File: src/rtl/core/pmq_pkg.sv
// Shared field widths and request/status codes of the packet match queue.
package pmq_pkg;

  // Field widths fixed by the packet header format
  localparam int CMD_W     = 2;
  localparam int TYPE_W    = 3;
  localparam int SRC_W     = 64;
  localparam int BYTES_W   = 12;
  localparam int TAG_IN_W  = 16;
  localparam int STATUS_W  = 3;
  localparam int WRITERS_W = 16;
  localparam int FILL_W    = 5;

  // Request commands
  localparam logic [CMD_W-1:0] CMD_PKT    = 2'd0;
  localparam logic [CMD_W-1:0] CMD_MATCH  = 2'd1;
  localparam logic [CMD_W-1:0] CMD_WRITER = 2'd2;

  // Packet types
  localparam logic [TYPE_W-1:0] TYPE_CONNECT = 3'd1;
  localparam logic [TYPE_W-1:0] TYPE_ACCEPT  = 3'd2;
  localparam logic [TYPE_W-1:0] TYPE_DISCON  = 3'd3;
  localparam logic [TYPE_W-1:0] TYPE_MSG     = 3'd4;

  // Result status codes
  localparam logic [STATUS_W-1:0] ST_STORED = 3'd0;
  localparam logic [STATUS_W-1:0] ST_FULL   = 3'd1;
  localparam logic [STATUS_W-1:0] ST_DISC   = 3'd2;
  localparam logic [STATUS_W-1:0] ST_FOUND  = 3'd3;
  localparam logic [STATUS_W-1:0] ST_MISS   = 3'd4;
  localparam logic [STATUS_W-1:0] ST_WRITER = 3'd5;

  localparam logic [WRITERS_W-1:0] WRITER_MAX = 16'hFFFF;

endpackage

File: src/rtl/core/pmq_entry_ram.sv
// Header entry memory: one write port, one registered read port.
module pmq_entry_ram #(
  parameter int DEPTH  = 16,
  parameter int DATA_W = 95
) (
  input  logic                     clk,
  input  logic                     we,
  input  logic [$clog2(DEPTH)-1:0] waddr,
  input  logic [DATA_W-1:0]        wdata,
  input  logic [$clog2(DEPTH)-1:0] raddr,
  output logic [DATA_W-1:0]        rdata
);

  logic [DATA_W-1:0] mem [DEPTH];

  // Write and registered read
  always_ff @(posedge clk) begin
    if (we) begin
      mem[waddr] <= wdata;
    end
    rdata <= mem[raddr];
  end

endmodule

File: src/rtl/core/packet_match_queue.sv
// Top level: ordered packet header queue with matched removal and writer count.
// Sequence: store, drop, disconnect, writer and unknown requests go from idle to the finish
//   step and then to the output register; a match first scans oldest first and closes up the queue.
// Flow: one request in flight; the input is not ready again until the result is loaded into the
//   output register, so a result not yet taken holds the input off.
// Reset: rst_n (synchronous) clears fill count, writer count and control state only.
module packet_match_queue #(
  parameter int QUEUE_DEPTH = 16,
  parameter int TAG_BITS    = 16
) (
  input  logic         clk,
  input  logic         rst_n,
  // in_tdata: src_id[63:0], payload_bytes[75:64], payload_tag[91:76], zero pad
  input  logic [95:0]  in_tdata,
  // in_tuser: cmd[1:0], pkt_type[4:2]
  input  logic [4:0]   in_tuser,
  input  logic         in_tvalid,
  output logic         in_tready,
  // out_tdata: out_src[63:0], out_bytes[75:64], out_tag[91:76],
  //            writers_active[107:92], queue_fill[112:108], zero pad
  output logic [119:0] out_tdata,
  // out_tuser: status[2:0]
  output logic [2:0]   out_tuser,
  output logic         out_tvalid,
  input  logic         out_tready
);

  localparam int AW     = $clog2(QUEUE_DEPTH);
  localparam int CW     = $clog2(QUEUE_DEPTH + 1);
  localparam int TW     = (TAG_BITS < pmq_pkg::TAG_IN_W) ? TAG_BITS : pmq_pkg::TAG_IN_W;
  localparam int SRC_LO = pmq_pkg::TYPE_W;
  localparam int BYT_LO = SRC_LO + pmq_pkg::SRC_W;
  localparam int TAG_LO = BYT_LO + pmq_pkg::BYTES_W;
  localparam int DATA_W = TAG_LO + TW;

  typedef enum logic [1:0] {
    ST_IDLE,
    ST_SCAN,
    ST_SHIFT,
    ST_FIN
  } state_t;

  state_t                        state_r;
  logic [CW-1:0]                 fill_r;
  logic [pmq_pkg::WRITERS_W-1:0] writer_r;
  logic [AW-1:0]                 idx_r;

  // Latched request
  logic [pmq_pkg::TYPE_W-1:0]    req_type_r;
  logic [pmq_pkg::SRC_W-1:0]     req_src_r;

  // Pending result
  logic [pmq_pkg::STATUS_W-1:0]  res_status_r;
  logic [pmq_pkg::SRC_W-1:0]     res_src_r;
  logic [pmq_pkg::BYTES_W-1:0]   res_bytes_r;
  logic [TW-1:0]                 res_tag_r;

  // Output register
  logic                          out_valid_r;
  logic [pmq_pkg::STATUS_W-1:0]  out_status_r;
  logic [pmq_pkg::SRC_W-1:0]     out_src_r;
  logic [pmq_pkg::BYTES_W-1:0]   out_bytes_r;
  logic [pmq_pkg::TAG_IN_W-1:0]  out_tag_r;
  logic [pmq_pkg::WRITERS_W-1:0] out_writers_r;
  logic [pmq_pkg::FILL_W-1:0]    out_fill_r;

  // Input fields
  logic [pmq_pkg::CMD_W-1:0]     in_cmd;
  logic [pmq_pkg::TYPE_W-1:0]    in_type;
  logic [pmq_pkg::SRC_W-1:0]     in_src;
  logic [pmq_pkg::BYTES_W-1:0]   in_bytes;
  logic [pmq_pkg::TAG_IN_W-1:0]  in_tag;

  // Entry memory port
  logic                          ram_we;
  logic [AW-1:0]                 ram_waddr;
  logic [DATA_W-1:0]             ram_wdata;
  logic [AW-1:0]                 ram_raddr;
  logic [DATA_W-1:0]             ram_rdata;

  logic                          in_acc;
  logic                          q_full;
  logic                          store_ok;
  logic [CW-1:0]                 idx_inc;
  logic                          last_entry;
  logic                          hit;
  logic                          out_free;
  logic [31:0]                   fill_ext;
  logic [pmq_pkg::TYPE_W-1:0]    ent_type;
  logic [pmq_pkg::SRC_W-1:0]     ent_src;
  logic [pmq_pkg::BYTES_W-1:0]   ent_bytes;
  logic [TW-1:0]                 ent_tag;

  assign in_cmd   = in_tuser[1:0];
  assign in_type  = in_tuser[4:2];
  assign in_src   = in_tdata[63:0];
  assign in_bytes = in_tdata[75:64];
  assign in_tag   = in_tdata[91:76];

  assign in_tready = (state_r == ST_IDLE);
  assign in_acc    = in_tvalid && in_tready;
  assign q_full    = (fill_r == CW'(QUEUE_DEPTH));
  assign store_ok  = (in_cmd == pmq_pkg::CMD_PKT) && (in_type != pmq_pkg::TYPE_DISCON)
                     && !q_full;

  // Entry fields of the word read in the previous cycle
  assign ent_type  = ram_rdata[SRC_LO-1:0];
  assign ent_src   = ram_rdata[BYT_LO-1:SRC_LO];
  assign ent_bytes = ram_rdata[TAG_LO-1:BYT_LO];
  assign ent_tag   = ram_rdata[DATA_W-1:TAG_LO];

  assign idx_inc    = CW'(idx_r) + CW'(1);
  assign last_entry = (idx_inc == fill_r);
  assign hit        = (ent_type == req_type_r) &&
                      ((req_type_r == pmq_pkg::TYPE_CONNECT) || (ent_src == req_src_r));
  assign out_free   = !out_valid_r || out_tready;
  assign fill_ext   = 32'(fill_r);

  // Drive the memory port: append in idle, move one entry down while closing up
  always_comb begin
    ram_we    = 1'b0;
    ram_waddr = fill_r[AW-1:0];
    ram_wdata = {in_tag[TW-1:0], in_bytes, in_src, in_type};
    ram_raddr = (state_r == ST_IDLE) ? '0 : idx_inc[AW-1:0];
    case (state_r)
      ST_IDLE: begin
        ram_we = in_acc && store_ok;
      end
      ST_SHIFT: begin
        ram_we    = 1'b1;
        ram_waddr = idx_r - AW'(1);
        ram_wdata = ram_rdata;
      end
      default: begin
        ram_we = 1'b0;
      end
    endcase
  end

  pmq_entry_ram #(
    .DEPTH  (QUEUE_DEPTH),
    .DATA_W (DATA_W)
  ) u_ram (
    .clk   (clk),
    .we    (ram_we),
    .waddr (ram_waddr),
    .wdata (ram_wdata),
    .raddr (ram_raddr),
    .rdata (ram_rdata)
  );

  // Sequencer, counters and output register
  always_ff @(posedge clk) begin
    if (!rst_n) begin
      state_r     <= ST_IDLE;
      fill_r      <= '0;
      writer_r    <= '0;
      idx_r       <= '0;
      out_valid_r <= 1'b0;
    end else begin
      // load on finish, drop the output once taken
      if (state_r == ST_FIN && out_free) begin
        out_valid_r <= 1'b1;
      end else if (out_tready) begin
        out_valid_r <= 1'b0;
      end
      case (state_r)
        ST_IDLE: begin
          if (in_acc) begin
            req_type_r  <= in_type;
            req_src_r   <= in_src;
            res_src_r   <= '0;
            res_bytes_r <= '0;
            res_tag_r   <= '0;
            idx_r       <= '0;
            state_r     <= (in_cmd == pmq_pkg::CMD_MATCH && fill_r != '0) ? ST_SCAN : ST_FIN;
            case (in_cmd)
              pmq_pkg::CMD_PKT: begin
                if (in_type == pmq_pkg::TYPE_DISCON) begin
                  if (writer_r != '0) begin
                    writer_r <= writer_r - 16'd1;
                  end
                  res_status_r <= pmq_pkg::ST_DISC;
                end else if (q_full) begin
                  res_status_r <= pmq_pkg::ST_FULL;
                end else begin
                  fill_r       <= fill_r + CW'(1);
                  res_status_r <= pmq_pkg::ST_STORED;
                end
              end
              pmq_pkg::CMD_WRITER: begin
                if (writer_r != pmq_pkg::WRITER_MAX) begin
                  writer_r <= writer_r + 16'd1;
                end
                res_status_r <= pmq_pkg::ST_WRITER;
              end
              default: begin
                res_status_r <= pmq_pkg::ST_MISS;
              end
            endcase
          end
        end
        ST_SCAN: begin
          // compare one entry per cycle, oldest first
          idx_r <= idx_inc[AW-1:0];
          if (hit) begin
            res_status_r <= pmq_pkg::ST_FOUND;
            res_src_r    <= ent_src;
            res_bytes_r  <= ent_bytes;
            res_tag_r    <= ent_tag;
            fill_r       <= fill_r - CW'(1);
            state_r      <= last_entry ? ST_FIN : ST_SHIFT;
          end else if (last_entry) begin
            state_r <= ST_FIN;
          end
        end
        ST_SHIFT: begin
          // advance; fill_r already holds the reduced count
          idx_r <= idx_inc[AW-1:0];
          if (CW'(idx_r) == fill_r) begin
            state_r <= ST_FIN;
          end
        end
        ST_FIN: begin
          // hold the result until the output register is free
          if (out_free) begin
            out_status_r  <= res_status_r;
            out_src_r     <= res_src_r;
            out_bytes_r   <= res_bytes_r;
            out_tag_r     <= 16'(res_tag_r);
            out_writers_r <= writer_r;
            out_fill_r    <= fill_ext[4:0];
            state_r       <= ST_IDLE;
          end
        end
        default: begin
          state_r <= ST_IDLE;
        end
      endcase
    end
  end

  assign out_tvalid = out_valid_r;
  assign out_tuser  = out_status_r;
  assign out_tdata  = {7'b0, out_fill_r, out_writers_r, out_tag_r, out_bytes_r, out_src_r};

`ifndef SYNTHESIS
  // The fill count never passes the queue depth
  a_fill_bound: assert property (@(posedge clk) disable iff (!rst_n)
    fill_r <= CW'(QUEUE_DEPTH))
    else $error("fill count exceeds queue depth");

  // Closing up never writes below slot zero
  a_shift_idx: assert property (@(posedge clk) disable iff (!rst_n)
    (state_r == ST_SHIFT) |-> (idx_r != '0))
    else $error("shift with zero source index");

  // A result is loaded only when the sequencer finishes a request
  a_out_load: assert property (@(posedge clk) disable iff (!rst_n)
    $rose(out_valid_r) |-> $past(state_r == ST_FIN))
    else $error("output loaded outside finish step");

  // An accepted store grows the queue by one
  a_store_fill: assert property (@(posedge clk) disable iff (!rst_n)
    (in_acc && store_ok) |=> (fill_r == $past(fill_r) + CW'(1)))
    else $error("store did not advance fill count");

  // A hit removes exactly one entry
  a_hit_fill: assert property (@(posedge clk) disable iff (!rst_n)
    (state_r == ST_SCAN && hit) |=> (fill_r == $past(fill_r) - CW'(1)))
    else $error("match did not remove one entry");
`endif

endmodule
File: config.mk
export PLATFORM = sky130hd
export DESIGN_NAME = packet_match_queue
export DESIGN_NICKNAME = d
export VERILOG_FILES = /design/src/rtl/core/pmq_pkg.sv /design/src/rtl/core/pmq_entry_ram.sv /design/src/rtl/core/packet_match_queue.sv
export SDC_FILE = /design/constraint.sdc
export NUM_CORES = 2
export LEC_CHECK = 0
export BUFFER_PORTS_ARGS = -buffer_cell sky130_fd_sc_hd__buf_2
export CAP_MARGIN = 10
export CORE_MARGIN = 2
export CORE_UTILIZATION = 41
export CTS_CLUSTER_DIAMETER = 80
export DETAILED_ROUTE_END_ITERATION = 6
export PLACE_DENSITY = 0.68
export SETUP_SLACK_MARGIN = 0.2
export SYNTH_ARGS = -nofsm -noshare
export SYNTH_HDL_FRONTEND = slang
export SYNTH_SLANG_ARGS = --single-unit
File: constraint.sdc
create_clock -name clk -period 8.2 [get_ports clk]
set_input_delay 0.41 -clock clk [delete_from_list [all_inputs] [get_ports clk]]
set_output_delay 0.41 -clock clk [all_outputs]
set_load 0.03 [all_outputs]
==> results.tsv <==
metric	value	unit
outcome	completed	
die area	185000	um2
minimum clock period	4.67	ns
worst rel slew slack	21.4	%
Max Clock Freq	214	MHz
post-synth cell types	60	
CTS Buffer Depth	3	
I/O pin total	230	
initial antenna violation count	10	
crit-path max FO	42	
Post-Layout Cell Count	7164	
Final Hold Violating Endpoints	0	
Synth Area in Simple Gates	5.42	%
GRT Util Overall	19.1	%
DP Cell Count	6765	
Buf/Inv on CP	1	
Max Cap Violations	0	
drt via density	5.52	
Avg Inst Size Synth	17.0	um2
hold depth	2	
Clk pin slew, worst setup/hold paths	0.06	ns
WL final	181000	um
Post-DRT Antenna Nets	0	
drt wl/cell	25.3	um
Final Util	46.9	%
Final Skew	0.0185	ns
Site Rows	156	
LEAKAGE	0.0278	uW
Crit path depth	7	
Layout area overhead	13.6	%
largest family of logic cells by synthesized area	multiplexers	
post-synthesis adder-cell area fraction	0.439	%
Post-Syn Instances	4385	
post-synthesis xor/xnor area fraction	1.04	%
Initial Utilization	41.3	%
mux cell area share after synthesis	9.48	%
Clock Latency Late Sink	0.81	ns
VDD IR-drop max	0.000266	V
CTS tree	done	
slowest stage cell, crit path	nor4_2	
startpoint type of the worst setup path	flop	
layout cell share with drive strength beyond 1	15.9	%
number of gates resized after cts	0	
pwr dens	342	nW/um2
DP HPWL	92300	um
Post-synth EDFFs	1798	
Final #Nets	4771	
area taken by multi-input logic gates	17100	um2
hold crit path type	in2reg	
drt drc	0	
Yosys reg bits	1921	
fraction of registers with async set/reset	0	%
CP Cell Sequence	xor2_1 > nor4_1 > nand4_1 > nor4_2 > o2111ai_2 > a21oi_4 > buf_4	
Setup TNS	0	ns
Buffers on Ports	218	
Setup-failing EPs final	0	
RSZ-0062 raised after global routing	no	
WP data arrival	5.10	ns
1st-pass router iterations	6	
first-pass GRT wire length	262000	um
Max stage delay on crit path	0.99	ns
core area	181000	um2
GP Congestion	0.787	
yosys warns	0	
Tightest Pin Transition	1.18	ns
Die W	431	um
1st-iter DRT viols	4026	
Reg2Reg Depth	7	
Syn Std Cell Area	74600	um2
largest net degree at the start of global routing	148	
type of the worst setup path	reg2reg	
clock root buffer	clkbuf_16	
die height	431	um
top_reg_cell synth	edfxtp_1	
CP delay by family, top	simple AND/OR/NAND/NOR gates	
CTS Buf Count	173	
gr ovfl total	0	
Synth Area in Compound Gates	6.24	%
CTS H-tree depth	4	
max-slew violation count	0	
CTS Sinks	1921	
WP data required	8.63	ns
crit end category	flop	
number of global-route vias before repair	38700	
Sequential cell area	56500	um2
Period Utilization, post-route	56.9	%
via count	39500	
filler cell count	15000	
post-synthesis sequential area ratio	75.6	%
[final cells by class]
cell class              count  share of cell area [%]
multi-input cells        2178                    20.2
well taps                2370                    3.50
flip-flops and latches   1921                    66.6
diodes                      2                 0.00590
clock buffers             245                    5.71
inverters                  16                  0.0708
clock inverters            81                    1.01
repair buffers            351                    2.95
[cell families (layout without fill, tap and decap cells)]
kind of cell / Yosys count / after routing
xor gates and xnor gates: 89 / 89
other: 1 / 9
DFF: 1921 / 1921
and+or+nand+nor: 823 / 823
muxes: 574 / 574
AOI/OAI and AO/OA: 660 / 660
adders and majority gates: 25 / 25
buffers and inverters: 292 / 693
[stage by stage]
stage	worst slack (ns)	power [uW]	cell area [um2]	hold WS, ns
2_1_floorplan	1.47	18800	74700	0.400
3_3_place_gp	3.46	20900	78400	0.403
3_5_place_dp	3.47	21100	78400	0.405
4_1_cts	3.44	29200	84800	0.0982
5_1_grt	3.38	30200	84800	0.138
6_report	3.53	29000	84800	0.145
[timing repair]
item	CTS	global route
hold buffers	71	0
hold endpoints to repair	71	0
setup buffers	0	0
[per-layer routing]
layer | up-vias | track usage, % | wire length (um)
met2 | 1333 | 33.0 | 91700
li1 | 17700 | - | -
met1 | 20200 | 24.5 | 72200
met5 | - | 0 | 0
met3 | 292 | 2.35 | 10000
met4 | 0 | 7.59 | 7130
[flip-flops by register name, indices dropped and copies added (netlist names), 4 cells and up]
| register | count |
|---|---|
| u_ram.mem | 1520 |
| u_ram.rdata | 95 |
| out_src_r | 64 |
| req_src_r | 64 |
| res_src_r | 64 |
| out_tag_r | 16 |
| out_writers_r | 16 |
| res_tag_r | 16 |
| writer_r | 16 |
| out_bytes_r | 12 |
| res_bytes_r | 12 |
| fill_r | 5 |
| out_fill_r | 5 |
| idx_r | 4 |
[worst reg2reg max path: cells and delay by family, from the launching register on]
kind                      cells  cell delay, ns
buffers and inverters         1            0.69
and+or+nand+nor               3            1.95
xor gates and xnor gates      1            0.23
DFF                           1            0.38
AOI/OAI and AO/OA             2            0.96
[power by group]
| part | total (uW) | leakage [uW] | switching (uW) | internal, uW |
|---|---|---|---|---|
| clock network | 8090 | 0.00278 | 3510 | 4580 |
| registers | 13100 | 0.0173 | 500 | 12600 |
| logic | 7780 | 0.00775 | 5040 | 2740 |
| total | 29000 | 0.0278 | 9050 | 20000 |
[Yosys cell counts (3+ instances only)]
library cell     n  area share (%)
buf_1           13           0.065
and3_1           5           0.042
and2_1         101            0.85
o21ai_0         23            0.15
buf_2          101            0.68
a311oi_1        94             1.1
a21o_1           9           0.091
nor3_1          10           0.067
xnor2_1         16            0.19
xor2_1          73            0.86
a21boi_0         4           0.040
nor3b_1          5           0.050
nand2_1        411             2.1
clkbuf_1       141            0.71
inv_1           15           0.075
nor2b_1        195             1.6
nand3_1         12           0.080
nand4_1         12            0.10
edfxtp_1      1798              72
dfxtp_1        123             3.3
o211ai_1         7           0.070
buf_4           20            0.20
nand2b_1         9           0.075
mux2i_1        382             5.1
a211o_1          4           0.047
a32oi_1          3           0.035
nor2_1          30            0.15
a211oi_1       284             2.9
ha_1            23            0.39
mux2_2          95             1.4
mux4_2          97             2.9
nor4_1          23            0.19
a31oi_1         99            0.83
nand4b_1         3           0.035
a21oi_1        113            0.76
[cells in the final DEF (no fill, tap or decap), types with 15 or more instances in the layout]
cell / netlist / final
xor2_1: 73 / 73
ha_1: 23 / 21
clkbuf_16: 0 / 175
buf_12: 0 / 19
clkbuf_1: 141 / 50
edfxtp_1: 1798 / 1798
mux2i_1: 382 / 382
and2_1: 101 / 101
nor2_4: 0 / 19
nor4_1: 23 / 23
dfxtp_1: 123 / 122
clkbuf_8: 0 / 20
a31oi_1: 99 / 99
clkinv_1: 1 / 22
nand2_1: 411 / 411
inv_1: 15 / 15
mux4_2: 97 / 97
a311oi_1: 94 / 94
o21ai_0: 23 / 23
a21oi_1: 113 / 111
nor2b_1: 195 / 195
dlygate4sd3_1: 0 / 71
a211oi_1: 284 / 284
buf_4: 20 / 43
mux2_2: 95 / 95
buf_2: 101 / 218
xnor2_1: 16 / 16
clkinv_2: 0 / 27
[final timing paths]
| kind | from | to | slack, ns |
|---|---|---|---|
| worst max-delay path | req_src_r[0]$_DFFE_PP_ | res_bytes_r[8]$_SDFFCE_PN0P_ | 3.53 |
| worst min-delay path | in_tdata[75] | u_ram.mem[7][78]$_DFFE_PP_ | 0.14 |
| worst max register to register | req_src_r[0]$_DFFE_PP_ | res_bytes_r[8]$_SDFFCE_PN0P_ | 3.53 |
| worst min register to register | res_src_r[6]$_SDFFCE_PN0P_ | out_src_r[6]$_DFFE_PP_ | 0.41 |
Power figures use the tool's default switching activity.
